### src/design/nrp_pkg.sv
// Types, codes and helper functions of the nested region profiler.
package nrp_pkg;

  localparam int NUM_REGIONS_DEF     = 7;
  localparam int NUM_RECORDS_DEF     = 32;
  localparam int STACK_DEPTH_DEF     = 8;
  localparam int CALLBACK_REGION_DEF = 5;

  // internal counter and compare width, holds every index and count up to 511
  localparam int CNT_W = 9;

  localparam logic [1:0] STS_DONE = 2'd0;
  localparam logic [1:0] STS_IGN  = 2'd1;
  localparam logic [1:0] STS_UNM  = 2'd2;
  localparam logic [1:0] STS_DROP = 2'd3;

  localparam logic [47:0] MAX48 = 48'hFFFF_FFFF_FFFF;

  typedef enum logic [2:0] {
    ACT_STAMP     = 3'd0,
    ACT_CALLBACK  = 3'd1,
    ACT_PAUSE     = 3'd2,
    ACT_RESUME    = 3'd3,
    ACT_CLEAR     = 3'd4,
    ACT_RD_REGION = 3'd5,
    ACT_RD_RECORD = 3'd6,
    ACT_RD_TOTALS = 3'd7
  } act_e;

  typedef enum logic [4:0] {
    S_IDLE, S_DECODE, S_STAMP_UPD, S_POP_RD, S_POP_REC, S_POP_WR,
    S_CB_UPD, S_SCAN, S_SCAN_CMP,
    S_PS_RG_RD, S_PS_RG_WR, S_PS_STK, S_PS_REC, S_PS_WR,
    S_RS_RG_RD, S_RS_RG_WR, S_RS_STK,
    S_RR, S_RC, S_OUT
  } state_e;

  typedef enum logic [4:0] {
    C_NONE, C_CAP, C_FIN_IGN,
    C_RG_RD_ID, C_STAMP_WR,
    C_POP_RD, C_REC_RD_STK, C_REC_ADD_WR,
    C_RG_RD_CB, C_RG_ENTER_WR,
    C_REC_RD_CNT, C_CNT_INC, C_CB_DROP, C_CB_NEW, C_CB_HIT,
    C_PAUSE_ACT, C_RG_RD_CNT, C_RG_SUM_WR, C_STK_RD_CNT, C_PAUSE_END,
    C_RESUME_ACT, C_RG_START_WR, C_STK_START_WR,
    C_CLEAR,
    C_RG_RD_IDX, C_RES_REGION, C_REC_RD_IDX, C_RES_RECORD, C_RES_TOTALS,
    C_OUT_LOAD
  } cmd_e;

  typedef struct packed {
    cmd_e op;
  } cmd_t;

  typedef struct packed {
    act_e act;
    logic running;
    logic id_ok;
    logic cb_ok;
    logic idx_rg_ok;
    logic idx_rec_ok;
    logic pop_need;
    logic scan_end;
    logic match;
    logic fill_full;
    logic rg_last;
    logic stk_end;
    logic out_free;
  } sts_t;

  typedef struct packed {
    logic [31:0] calls;
    logic [15:0] depth;
    logic [31:0] start;
    logic [47:0] sum;
    logic [31:0] unm;
  } rg_ent_t;

  typedef struct packed {
    logic [31:0] pc;
    logic [31:0] calls;
    logic [47:0] sum;
  } rec_ent_t;

  function automatic logic [31:0] inc32(input logic [31:0] v);
    return (v == 32'hFFFF_FFFF) ? v : v + 32'd1;
  endfunction

  function automatic logic [47:0] add48(input logic [47:0] sum, input logic [31:0] now,
                                        input logic [31:0] start);
    logic [48:0] s;
    s = {1'b0, sum} + {17'd0, now - start};
    return s[48] ? MAX48 : s[47:0];
  endfunction

  function automatic rg_ent_t rg_enter(input rg_ent_t e, input logic [31:0] now);
    rg_ent_t r;
    r = e;
    r.calls = inc32(e.calls);
    if (e.depth == 16'd0) r.start = now;
    if (e.depth != 16'hFFFF) r.depth = e.depth + 16'd1;
    return r;
  endfunction

endpackage

### src/design/nrp_ctrl.sv
// Sequencer of the profiler: walks each action through its datapath steps.
module nrp_ctrl (
  input  logic          clk_i,
  input  logic          rst_ni,
  input  logic          in_valid_i,
  input  nrp_pkg::sts_t sts_i,
  output nrp_pkg::cmd_t cmd_o,
  output logic          in_stall_o
);
  import nrp_pkg::*;

  state_e state_q, state_d;

  always_ff @(posedge clk_i or negedge rst_ni) begin
    if (!rst_ni) state_q <= S_IDLE;
    else         state_q <= state_d;
  end

  always_comb begin
    state_d    = state_q;
    cmd_o.op   = C_NONE;
    in_stall_o = (state_q != S_IDLE);
    case (state_q)
      S_IDLE: begin
        if (in_valid_i) begin
          cmd_o.op = C_CAP;
          state_d  = S_DECODE;
        end
      end
      S_DECODE: begin
        case (sts_i.act)
          ACT_STAMP: begin
            if (!sts_i.running || !sts_i.id_ok) begin
              cmd_o.op = C_FIN_IGN;
              state_d  = S_OUT;
            end else begin
              cmd_o.op = C_RG_RD_ID;
              state_d  = S_STAMP_UPD;
            end
          end
          ACT_CALLBACK: begin
            if (!sts_i.running) begin
              cmd_o.op = C_FIN_IGN;
              state_d  = S_OUT;
            end else if (sts_i.cb_ok) begin
              cmd_o.op = C_RG_RD_CB;
              state_d  = S_CB_UPD;
            end else begin
              state_d = S_SCAN;
            end
          end
          ACT_PAUSE: begin
            if (!sts_i.running) begin
              cmd_o.op = C_FIN_IGN;
              state_d  = S_OUT;
            end else begin
              cmd_o.op = C_PAUSE_ACT;
              state_d  = S_PS_RG_RD;
            end
          end
          ACT_RESUME: begin
            if (sts_i.running) begin
              cmd_o.op = C_FIN_IGN;
              state_d  = S_OUT;
            end else begin
              cmd_o.op = C_RESUME_ACT;
              state_d  = S_RS_RG_RD;
            end
          end
          ACT_CLEAR: begin
            cmd_o.op = C_CLEAR;
            state_d  = S_OUT;
          end
          ACT_RD_REGION: begin
            if (!sts_i.idx_rg_ok) begin
              cmd_o.op = C_FIN_IGN;
              state_d  = S_OUT;
            end else begin
              cmd_o.op = C_RG_RD_IDX;
              state_d  = S_RR;
            end
          end
          ACT_RD_RECORD: begin
            if (!sts_i.idx_rec_ok) begin
              cmd_o.op = C_FIN_IGN;
              state_d  = S_OUT;
            end else begin
              cmd_o.op = C_REC_RD_IDX;
              state_d  = S_RC;
            end
          end
          default: begin
            cmd_o.op = C_RES_TOTALS;
            state_d  = S_OUT;
          end
        endcase
      end
      S_STAMP_UPD: begin
        cmd_o.op = C_STAMP_WR;
        state_d  = sts_i.pop_need ? S_POP_RD : S_OUT;
      end
      S_POP_RD: begin
        cmd_o.op = C_POP_RD;
        state_d  = S_POP_REC;
      end
      S_POP_REC: begin
        cmd_o.op = C_REC_RD_STK;
        state_d  = S_POP_WR;
      end
      S_POP_WR: begin
        cmd_o.op = C_REC_ADD_WR;
        state_d  = S_OUT;
      end
      S_CB_UPD: begin
        cmd_o.op = C_RG_ENTER_WR;
        state_d  = S_SCAN;
      end
      S_SCAN: begin
        if (sts_i.scan_end) begin
          cmd_o.op = sts_i.fill_full ? C_CB_DROP : C_CB_NEW;
          state_d  = S_OUT;
        end else begin
          cmd_o.op = C_REC_RD_CNT;
          state_d  = S_SCAN_CMP;
        end
      end
      S_SCAN_CMP: begin
        if (sts_i.match) begin
          cmd_o.op = C_CB_HIT;
          state_d  = S_OUT;
        end else begin
          cmd_o.op = C_CNT_INC;
          state_d  = S_SCAN;
        end
      end
      S_PS_RG_RD: begin
        cmd_o.op = C_RG_RD_CNT;
        state_d  = S_PS_RG_WR;
      end
      S_PS_RG_WR: begin
        cmd_o.op = C_RG_SUM_WR;
        state_d  = sts_i.rg_last ? S_PS_STK : S_PS_RG_RD;
      end
      S_PS_STK: begin
        if (sts_i.stk_end) begin
          cmd_o.op = C_PAUSE_END;
          state_d  = S_OUT;
        end else begin
          cmd_o.op = C_STK_RD_CNT;
          state_d  = S_PS_REC;
        end
      end
      S_PS_REC: begin
        cmd_o.op = C_REC_RD_STK;
        state_d  = S_PS_WR;
      end
      S_PS_WR: begin
        cmd_o.op = C_REC_ADD_WR;
        state_d  = S_PS_STK;
      end
      S_RS_RG_RD: begin
        cmd_o.op = C_RG_RD_CNT;
        state_d  = S_RS_RG_WR;
      end
      S_RS_RG_WR: begin
        cmd_o.op = C_RG_START_WR;
        state_d  = sts_i.rg_last ? S_RS_STK : S_RS_RG_RD;
      end
      S_RS_STK: begin
        if (sts_i.stk_end) begin
          state_d = S_OUT;
        end else begin
          cmd_o.op = C_STK_START_WR;
        end
      end
      S_RR: begin
        cmd_o.op = C_RES_REGION;
        state_d  = S_OUT;
      end
      S_RC: begin
        cmd_o.op = C_RES_RECORD;
        state_d  = S_OUT;
      end
      S_OUT: begin
        if (sts_i.out_free) begin
          cmd_o.op = C_OUT_LOAD;
          state_d  = S_IDLE;
        end
      end
      default: state_d = S_IDLE;
    endcase
  end

endmodule

### config.mk
export PLATFORM = sky130hd
export DESIGN_NAME = nrp_ctrl
export DESIGN_NICKNAME = d
export VERILOG_FILES = /design/src/design/nrp_pkg.sv /design/src/design/nrp_ctrl.sv
export SDC_FILE = /design/constraint.sdc
export NUM_CORES = 1
export LEC_CHECK = 0
export BUFFER_PORTS_ARGS = -buffer_cell sky130_fd_sc_hd__buf_4
export CAP_MARGIN = 20
export CORE_UTILIZATION = 55
export CTS_CLUSTER_DIAMETER = 30
export DETAILED_ROUTE_END_ITERATION = 7
export PLACE_DENSITY = 0.8
export SETUP_SLACK_MARGIN = 0.02
export SYNTH_ARGS = -nofsm -noshare
export SYNTH_HDL_FRONTEND = slang
export SYNTH_SLANG_ARGS = --single-unit
### constraint.sdc
create_clock -name clk_i -period 2.5 [get_ports clk_i]
set_clock_uncertainty 0.15 [all_clocks]
set_input_delay 0.125 -clock clk_i [delete_from_list [all_inputs] [get_ports clk_i]]
set_output_delay 0.125 -clock clk_i [all_outputs]
set_load 0.02 [all_outputs]
==> results of run 1 <==
==> routing by layer <==
metal / vias to the layer above / GRT usage / routed length (µm)
met5: - / 0 / 0
met4: 0 / 0.06667 / 0
met3: 0 / 0.06792 / 351
met2: 85 / 0.4767 / 1590
met1: 608 / 0.4341 / 1443
li1: 677 / - / -
==> timing repair <==
action | 4_1_cts | 5_1_grt
hold endpoints to repair | 5 | 0
gates resized for setup | 0 | 2
setup endpoints to repair | 0 | 3
hold buffers | 1 | 0
==> final cells by class <==
| cell class | instances | area [µm²] |
|---|---|---|
| Tap cell | 27 | 33.78 |
| Multi-Input combinational cell | 136 | 910.9 |
| Inverter | 6 | 22.52 |
| Clock buffer | 4 | 26.28 |
| Fill cell | 177 | 590.6 |
| Timing Repair Buffer | 33 | 250.2 |
| Sequential cell | 5 | 127.6 |
==> how the worst max path moves through the flow <==
| stage | to | slack (ps) | cells past startpoint |
|---|---|---|---|
| 2_1_floorplan | cmd_o[0] | 560 | 5 |
| 3_3_place_gp | cmd_o[0] | 380 | 5 |
| 3_5_place_dp | state_q[4] | 320 | 5 |
| 4_1_cts | cmd_o[0] | 80 | 5 |
| 5_1_grt | cmd_o[0] | 110 | 6 |
| 6_report | cmd_o[0] | 200 | 5 |
==> stage by stage <==
step                worst slack [ps]  utilization  total power [mW]  instances  cell area [µm²]
floorplan                      558.3            -             1.057        163             1142
global placement               384.8       0.6792             1.422        206             1333
detailed placement             315.5       0.6792             1.439        206             1333
CTS                            75.80       0.6977             1.538        211             1369
global route                   110.6       0.6990             1.680        211             1371
finish                         196.3       0.6990             1.553        211             1371
==> kinds of logic (layout without fill, tap and decap cells) <==
logic type | Yosys count | count (layout)
and+or+nand+nor | 68 | 68
muxes | 2 | 2
buffers and inverters | 22 | 43
xor gates and xnor gates | 2 | 2
AOI/OAI and AO/OA | 64 | 64
DFF | 5 | 5
==> cell usage after synthesis (4+ instances only) <==
library cell	instances	area [µm²]
a21boi_0	4	30.03
a21o_1	4	30.03
a21oi_1	10	50.05
buf_2	10	50.05
dfrtp_1	5	125.1
inv_1	6	22.52
nand2_1	7	26.28
nand2b_1	11	68.82
nand3_1	6	30.03
nor2_1	6	22.52
nor2b_1	7	43.79
nor3b_1	4	30.03
o211ai_1	6	45.04
o21ai_0	11	55.05
or4_1	6	45.04
==> where the power goes <==
part | internal [mW] | switching (mW) | total (mW)
clock | 0.0601 | 0.0301 | 0.0902
combinational | 0.569 | 0.633 | 1.20
sequential | 0.119 | 0.142 | 0.261
total | 0.748 | 0.805 | 1.55
==> summary.txt, run 1 <==
Clocking
  – Root buffer cell: clkbuf_4
  – Clk sinks: 5
  – Clock slew at reported path FFs: 40 ps
  – # H-tree levels: 1
  – Longest Clk Path Bufs: 2
  – CTS tree: done
  – Worst-Skew Late Latency: 240 ps
  – Post-CTS Setup Bufs: 0
  – Num CTS Buffers: 3

Synth
  – Post-synth ARST share: 1.000
  – Simple logic cell fraction of the synthesized area: 0.3757
  – Synth Area per Inst: 7.008 µm²
  – Synth Cell Area: 0.001142 mm²
  – Mux share of post-synthesis cell area: 0.01752
  – Post-Synthesis Cells: 163
  – Synth unique cells: 50
  – Post-synthesis adder-cell area fraction: 0
  – Synth Area in Compound Gates: 0.3888
  – Largest family of logic cells by synthesized area: compound AO/OA/AOI/OAI gates
  – Ys flop type: dfrtp_1
  – Number of flops mapped to enable cells by yosys: 0
  – Seq/Total Area, Yosys: 0.1095
  – Xor-xnor portion of the synthesized cell area: 0.01533
  – Post-Syn Nets: 181
  – Yosys reg bits: 5
  – Synth warnings: 0

Critical path
  – Crit. Startpoint: state_q[0]
  – Worst R2R Setup Slack: 450 ps
  – WP buf/inv: 1
  – Worst reg2reg path depth: 5
  – Startpoint class of the critical path: flop
  – RR Startpoint: state_q[4]
  – FF-to-FF End: state_q[4]
  – CP max FO: 21
  – Worst EP arrival: 2030 ps
  – Worst path slowest cell: or4b_1
  – Worst setup path class: reg -> out
  – Required @ worst endpoint: 2230 ps
  – Delay-heaviest family, CP: simple AND/OR/NAND/NOR gates
  – CP Cell Sequence: or4b_1, a211oi_1, a311oi_1, o211ai_1, buf_4
  – Crit end category: output pin
  – Crit-path max cell delay: 550 ps

GRT
  – Initial antenna violation count: 0
  – Vias in the first global route: 1071
  – Largest net degree at the start of global routing: 22
  – GR Overflow Total: 0
  – Total GRT Usage: 0.3062
  – First-pass GRT wire length: 4857 µm

Placement
  – HPWL Detailed: 2581 µm
  – Global placer's final weighted congestion: 0.9233
  – Port Buffers: 23

Floorplanning
  – FP Rows: 16
  – Chip width: 47.58 µm
  – Area of the core: 0.001962 mm²
  – Initial Utilization: 0.5823
  – Ports: 24
  – Chip Height: 47.58 µm
  – Die area: 0.002263 mm²

Finish
  – Area grow syn2layout: 20.04%
  – Fraction of layout cells with a size suffix above 1: 0.2228
  – Biggest register: state_q
  – Max reg flops: 5
  – Top Registers: state_q: 5 flops
  – Final net count: 203
  – Commonest non-fill, non-tap cell in the layout: buf_4
  – ANT cells: 0
  – Commonest cells after routing, fill and taps aside: buf_4, nand2b_1, o21ai_0

Timing
  – Max-slew headroom: 0.6518
  – RSZ-0062 raised after global routing: false
  – Worst slew pin tran: 517.6 ps
  – WHS: 72.66 ps
  – Total negative slack: 0 ps
  – Max Fclk: 434.1 MHz
  – Fin. Hold Viols: 0
  – Final setup vio count: 0
  – Post-route clock period utilization: 0.9215
  – Period minus WS final: 2304 ps
  – Slew Viols, Final: 0

Detailed routing
  – WL per Instance: 16.04 µm
  – Final wirelength: 3385 µm
  – Vias/cell: 6.493
  – Antenna Nets Post-Route: 0
  – Detailed Route Iter0 Violations: 76
  – Vias after detailed routing: 1370
  – Detailed Routing Iterations Pass 1: 4
  – DRC: 0

Worst hold path
  – Min-delay worst type: in -> async

Power
  – Max VDD drop: 909.7 µV
  – P_leak: 0.5160 nW
  – Power Density: 1132 mW/mm²

Run status
  – Run status: completed

Job
  – Max-cap check violation count: 0
No activity file was read; power rests on OpenSTA's default activity.
==> run 2, diff against run 1 <==
--- a/config.mk
+++ b/config.mk
@@ -7,10 +7,12 @@
 export LEC_CHECK = 0
 export BUFFER_PORTS_ARGS = -buffer_cell sky130_fd_sc_hd__buf_4
 export CAP_MARGIN = 20
-export CORE_UTILIZATION = 55
+export CORE_UTILIZATION = 57
+export CTS_BUF_LIST = sky130_fd_sc_hd__clkbuf_8
 export CTS_CLUSTER_DIAMETER = 30
 export DETAILED_ROUTE_END_ITERATION = 7
-export PLACE_DENSITY = 0.8
+export MAX_ROUTING_LAYER = met4
+export PLACE_DENSITY = 0.83
 export SETUP_SLACK_MARGIN = 0.02
 export SYNTH_ARGS = -nofsm -noshare
 export SYNTH_HDL_FRONTEND = slang
==> summary.txt, run 2 (same netlist as run 1, synthesis figures left out) <==
Detailed routing
  – Vias after detailed routing: 1459 (+6.5%)
  – Detailed Route Iter0 Violations: 122 (+61%)
  – Vias/cell: 7.083 (+9.1%)
  – Final wirelength: 3618 µm (+6.9%)
  – Antenna Nets Post-Route: 0 (unchanged)
  – Detailed Routing Iterations Pass 1: 5 (+1)
  – DRC: 0 (unchanged)
  – WL per Instance: 17.56 µm (+9.5%)

Timing
  – Final setup vio count: 0 (unchanged)
  – Slew Viols, Final: 0 (unchanged)
  – Period minus WS final: 2409 ps (+105.0 ps)
  – Post-route clock period utilization: 0.9635 (+0.04200)
  – Max-slew headroom: 0.5572 (-0.09457)
  – Max Fclk: 415.2 MHz (-4.4%)
  – RSZ-0062 raised after global routing: true
  – WHS: 101.0 ps (+28.38 ps)
  – Total negative slack: 0 ps (unchanged)
  – Worst slew pin tran: 658.7 ps (+141.1 ps)
  – Fin. Hold Viols: 0 (unchanged)

Power
  – Max VDD drop: 864.3 µV (-5.0%)
  – Power Density: 1169 mW/mm² (+3.2%)
  – P_leak: 0.5165 nW (about the same)

Floorplanning
  – Initial Utilization: 0.6340 (+0.05176)
  – FP Rows: 15 (-1)
  – Ports: 24 (unchanged)
  – Area of the core: 0.001802 mm² (-8.2%)
  – Die area: 0.002187 mm² (-3.4%)
  – Chip Height: 46.77 µm (-1.7%)
  – Chip width: 46.77 µm (-1.7%)

Finish
  – Layout Utilization: 0.7632 (+0.06421)
  – Fill cells: 156 (-12%)
  – Top Registers: state_q: 5 flops
  – Final net count: 200 (-1.5%)
  – ANT cells: 0 (unchanged)
  – Fraction of layout cells with a size suffix above 1: 0.2155 (-0.007356)
  – Biggest register: state_q
  – Commonest cells after routing, fill and taps aside: buf_4, nand2b_1, o21ai_0
  – Max reg flops: 5 (unchanged)
  – Commonest non-fill, non-tap cell in the layout: buf_4
  – Area grow syn2layout: 20.37%

Clocking
  – Post-CTS Setup Bufs: 0 (unchanged)
  – Num CTS Buffers: 3 (unchanged)
  – Root buffer cell: clkbuf_8
  – Worst-Skew Late Latency: 220 ps (-20 ps)
  – Clk sinks: 5 (unchanged)
  – # H-tree levels: 1 (unchanged)
  – Longest Clk Path Bufs: 2 (unchanged)
  – CTS tree: done
  – Clock slew at reported path FFs: 40 ps (about the same)

GRT
  – Vias in the first global route: 1186 (+11%)
  – GR Overflow Total: 0 (unchanged)
  – Initial antenna violation count: 0 (unchanged)
  – First-pass GRT wire length: 5692 µm (+17%)
  – Total GRT Usage: 0.3710 (+0.06483)
  – Largest net degree at the start of global routing: 26 (+18%)

Critical path
  – Required @ worst endpoint: 2230 ps (about the same)
  – Worst path slowest cell: dfrtp_1
  – WP buf/inv: 2 (+1)
  – Worst setup path class: reg -> out
  – RR Startpoint: state_q[4]
  – Crit-path max cell delay: 700 ps (+150 ps)
  – CP Cell Sequence: buf_4, nand2b_1, or4_1, a21oi_1, or4_1, buf_4
  – Crit end category: output pin
  – FF-to-FF End: state_q[4]
  – Delay-heaviest family, CP: flip-flops
  – Worst R2R Setup Slack: 360 ps (-90 ps)
  – Worst reg2reg path depth: 5 (unchanged)
  – Worst EP arrival: 2130 ps (+100 ps)
  – Startpoint class of the critical path: flop
  – CP max FO: 17 (-19%)

Job
  – Max-cap check violation count: 0 (unchanged)

Placement
  – Global placer's final weighted congestion: 1.022 (+11%)
  – HPWL Detailed: 2509 µm (-2.8%)
  – Port Buffers: 23 (unchanged)

Worst hold path
  – Min-delay worst type: in -> async

Run status
  – Run status: completed
[run 2: metal layers]
metal	share of wire	vias to the layer above	track usage	wire length (µm)
li1	-	666	-	-
met1	0.42	665	0.5138	1534
met5	0	-	-	0
met2	0.45	114	0.5694	1642
met3	0.10	14	0.02308	373
met4	0.019	0	0.1257	68
[run 2: stage by stage]
stage | instance area, µm² | total power, mW | std cells | setup slack, ps
detailed placement | 1308 | 1.401 | 201 | 147.9
global placement | 1308 | 1.384 | 201 | 188.1
global route | 1375 | 1.724 | 206 | 12.92
CTS | 1369 | 1.569 | 206 | 64.11
floorplan | 1142 | 1.057 | 163 | 558.3
finish | 1375 | 1.607 | 206 | 91.29
[run 2: worst max path at each step]
stage,start,endpoint,cells after the start
floorplan,state_q[0],cmd_o[0],5
global placement,state_q[2],cmd_o[4],4
detailed placement,state_q[1],cmd_o[4],5
CTS,state_q[0],cmd_o[0],5
global route,state_q[4],cmd_o[2],6
finish,state_q[4],cmd_o[2],6
[run 2: final cells by class]
cell class	count	area, µm²	share of cell area
Sequential cell	5	126.4	0.09190
Clock inverter	1	3.754	0.002730
Timing Repair Buffer	30	227.7	0.1656
Multi-Input combinational cell	136	922.1	0.6706
Clock buffer	3	41.29	0.03003
Inverter	6	22.52	0.01638
Tap cell	25	31.28	0.02275
[run 2: what timing repair did]
item                                    in CTS  in global routing
resized for setup                            1                  2
hold buffers                                 1                  0
endpoints found under the setup margin       3                  1
hold endpoints to repair                     5                  0
cloned                                       0                  0
[run 2: where the power goes]
group,total (mW),internal [mW],switching [mW]
sequential,0.269,0.118,0.151
clock,0.146,0.105,0.0404
combinational,1.19,0.545,0.647
==> run 3, diff against run 2 <==
--- a/config.mk
+++ b/config.mk
@@ -5,14 +5,15 @@
 export SDC_FILE = /design/constraint.sdc
 export NUM_CORES = 1
 export LEC_CHECK = 0
+export ABC_AREA = 1
 export BUFFER_PORTS_ARGS = -buffer_cell sky130_fd_sc_hd__buf_4
 export CAP_MARGIN = 20
-export CORE_UTILIZATION = 57
+export CORE_UTILIZATION = 55
 export CTS_BUF_LIST = sky130_fd_sc_hd__clkbuf_8
 export CTS_CLUSTER_DIAMETER = 30
 export DETAILED_ROUTE_END_ITERATION = 7
 export MAX_ROUTING_LAYER = met4
-export PLACE_DENSITY = 0.83
+export PLACE_DENSITY = 0.82
 export SETUP_SLACK_MARGIN = 0.02
 export SYNTH_ARGS = -nofsm -noshare
 export SYNTH_HDL_FRONTEND = slang
==> summary.txt, run 3 <==
Clocking
  – Num CTS Buffers: 3 (unchanged)
  – CTS Hold Bufs: 1 (unchanged)
  – Root buffer cell: clkbuf_8
  – Longest Clk Path Bufs: 2 (unchanged)
  – Worst-Skew Late Latency: 230 ps (about the same)
  – Post-CTS resize count: 0 (-1)
  – Post-CTS Setup Bufs: 0 (unchanged)
  – Clock slew at reported path FFs: 40 ps (about the same)
  – Clk sinks: 5 (unchanged)
  – # H-tree levels: 1 (unchanged)
  – CTS tree: done

Finish
  – Fraction of layout cells with a size suffix above 1: 0.1598 (-0.05565)
  – Max reg flops: 5 (unchanged)
  – Commonest non-fill, non-tap cell in the layout: nand2_1
  – Biggest register: state_q
  – Fin cells: 235 (+14%)
  – Layout Utilization: 0.7571 (-0.006051)
  – Final net count: 238 (+19%)
  – Commonest cells after routing, fill and taps aside: nand2_1, nor2_1, nand3_1
  – ANT cells: 0 (unchanged)
  – Area grow syn2layout: 23.10%
  – Fill cells: 140 (-10%)
  – Top Registers: state_q: 5 flops

Detailed routing
  – DRC: 3 (+3)
  – Final wirelength: 3150 µm (-13%)
  – Vias after detailed routing: 1392 (-4.6%)
  – Detailed Route Iter0 Violations: 125 (+2.5%)
  – WL per Instance: 13.40 µm (-24%)
  – Detailed Routing Iterations Pass 1: 8 (+3)
  – Antenna Nets Post-Route: 0 (unchanged)
  – Vias/cell: 5.923 (-16%)

GRT
  – First-pass GRT wire length: 4836 µm (-15%)
  – Total GRT Usage: 0.3542 (-0.01685)
  – Largest net degree at the start of global routing: 13 (-50%)
  – Vias in the first global route: 1194 (+0.67%)
  – Initial antenna violation count: 0 (unchanged)
  – GR Overflow Total: 0 (unchanged)

Floorplanning
  – Die area: 0.001935 mm² (-12%)
  – FP Rows: 14 (-1)
  – Ports: 24 (unchanged)
  – Area of the core: 0.001577 mm² (-13%)
  – Initial Utilization: 0.6151 (-0.01895)
  – Chip width: 43.99 µm (-5.9%)
  – Chip Height: 43.99 µm (-5.9%)

Power
  – Power Density: 1078 mW/mm² (-7.8%)
  – Max VDD drop: 902.7 µV (+4.5%)
  – P_leak: 0.7366 nW (+43%)
  – Power, Total: 1.287 mW (-20%)

Placement
  – Pre-CTS setup slack: 720.6 ps (+572.7 ps)
  – HPWL Detailed: 2432 µm (-3.1%)
  – DP Cell Count: 230 (+14%)
  – Port Buffers: 23 (unchanged)
  – Global placer's final weighted congestion: 1.133 (+11%)

Timing
  – Fin. Hold Viols: 0 (unchanged)
  – RSZ-0062 raised after global routing: false
  – Max-slew headroom: 0.7387 (+0.1815)
  – Final worst setup slack: 406.7 ps (+315.4 ps)
  – Period minus WS final: 2093 ps (-315.4 ps)
  – Final setup vio count: 0 (unchanged)
  – Post-route clock period utilization: 0.8373 (-0.1262)
  – Slew Viols, Final: 0 (unchanged)
  – Total negative slack: 0 ps (unchanged)
  – Worst slew pin tran: 390.6 ps (-268.2 ps)
  – Max Fclk: 477.7 MHz (+15%)

Synth
  – Ys flop type: dfrtp_1
  – Seq/Total Area, Yosys: 0.1290 (+0.01950)
  – Most numerous cell in the Yosys netlist: nand2_1
  – Post-Synthesis Cells: 196 (+20%)
  – Post-Syn Nets: 214 (+18%)
  – Post-synth top area cell: nand2_1
  – Synth warnings: 0 (unchanged)
  – Synth top area share: 0.2168 (+0.1072)
  – Top post-synthesis cells by area: nand2_1, nand3_1, dfrtp_1, nor2_1, inv_1
  – Most common library cells after synthesis: nand2_1, nor2_1, nand3_1
  – Post-synth ARST share: 1.000 (unchanged)
  – Synth Cell Area: 969.7 µm² (-15%)
  – Number of flops mapped to enable cells by yosys: 0 (unchanged)
  – Synth Area per Inst: 4.947 µm² (-29%)
  – Yosys reg bits: 5 (unchanged)
  – Synth unique cells: 22 (-56%)

Critical path
  – Startpoint class of the critical path: flop
  – Crit-path max cell delay: 460 ps (-240 ps)
  – Worst EP arrival: 1820 ps (-310 ps)
  – Worst path slowest cell: dfrtp_1
  – Worst reg2reg path depth: 11 (+6)
  – WP buf/inv: 1 (-1)
  – Required @ worst endpoint: 2230 ps (about the same)
  – CP Cell Sequence: nor2_2, nand2_1, nor2_2, a21oi_1, nand2_1, buf_4
  – Worst setup path class: reg -> out
  – CP max FO: 10 (-7)
  – Critical Path Stages: 6 (unchanged)
  – Delay-heaviest family, CP: simple AND/OR/NAND/NOR gates
  – Crit end category: output pin

Job
  – Max-cap check violation count: 0 (unchanged)

Worst hold path
  – Min-delay worst type: in -> async

Run status
  – Run status: complete, but fails checks
  – Failing checks: design-rule violations
## run 3: cells by family (layout without fill, tap and decap cells)
family                 count (synthesis)  in the layout  synth area share
AO/OA/AOI/OAI                         22             22            0.1265
buffers and inverters                 35             58            0.1406
AND/OR/NAND/NOR                      134            134            0.6039
flip-flops                             5              5            0.1290
## run 3: stage by stage
stage | hold WS [ps] | instance area, µm²
2_1_floorplan | -320.6 | 969.7
3_3_place_gp | -222.9 | 1139
3_5_place_dp | -222.0 | 1139
4_1_cts | 89.65 | 1194
5_1_grt | 95.08 | 1194
6_report | 86.35 | 1194
## run 3: per-layer routing
| metal | vias up | share of wire | GRT usage |
|---|---|---|---|
| li1 | 683 | - | - |
| met1 | 588 | 0.39 | 0.4430 |
| met2 | 101 | 0.44 | 0.5045 |
| met3 | 20 | 0.12 | 0.1083 |
| met4 | 0 | 0.046 | 0.1939 |
| met5 | - | 0 | - |
## run 3: area by class of cell
type	count	area, µm²	share of cell area
multi-input combinational	156	708.2	0.5933
timing repair buffer	24	182.7	0.1530
sequential	5	125.1	0.1048
inverter	30	112.6	0.09434
clock buffer	3	41.29	0.03459
tap	16	20.02	0.01677
clock inverter	1	3.754	0.003145
## run 3: worst paths after layout
kind                            start         end  slack (ps)
hold reg to reg            state_q[3]  state_q[2]         520
hold / removal                 rst_ni  state_q[2]          90
max in group asynchronous      rst_ni  state_q[1]        2000
min in group clk_i           sts_i[0]  state_q[0]          90
setup / recovery           state_q[2]    cmd_o[1]         410
setup reg to reg           state_q[0]  state_q[0]         720
## run 3: report_power, final
part	total [mW]	switching [mW]	internal, mW
registers	0.170	0.0514	0.119
logic	0.966	0.630	0.336
clock network	0.151	0.0452	0.106
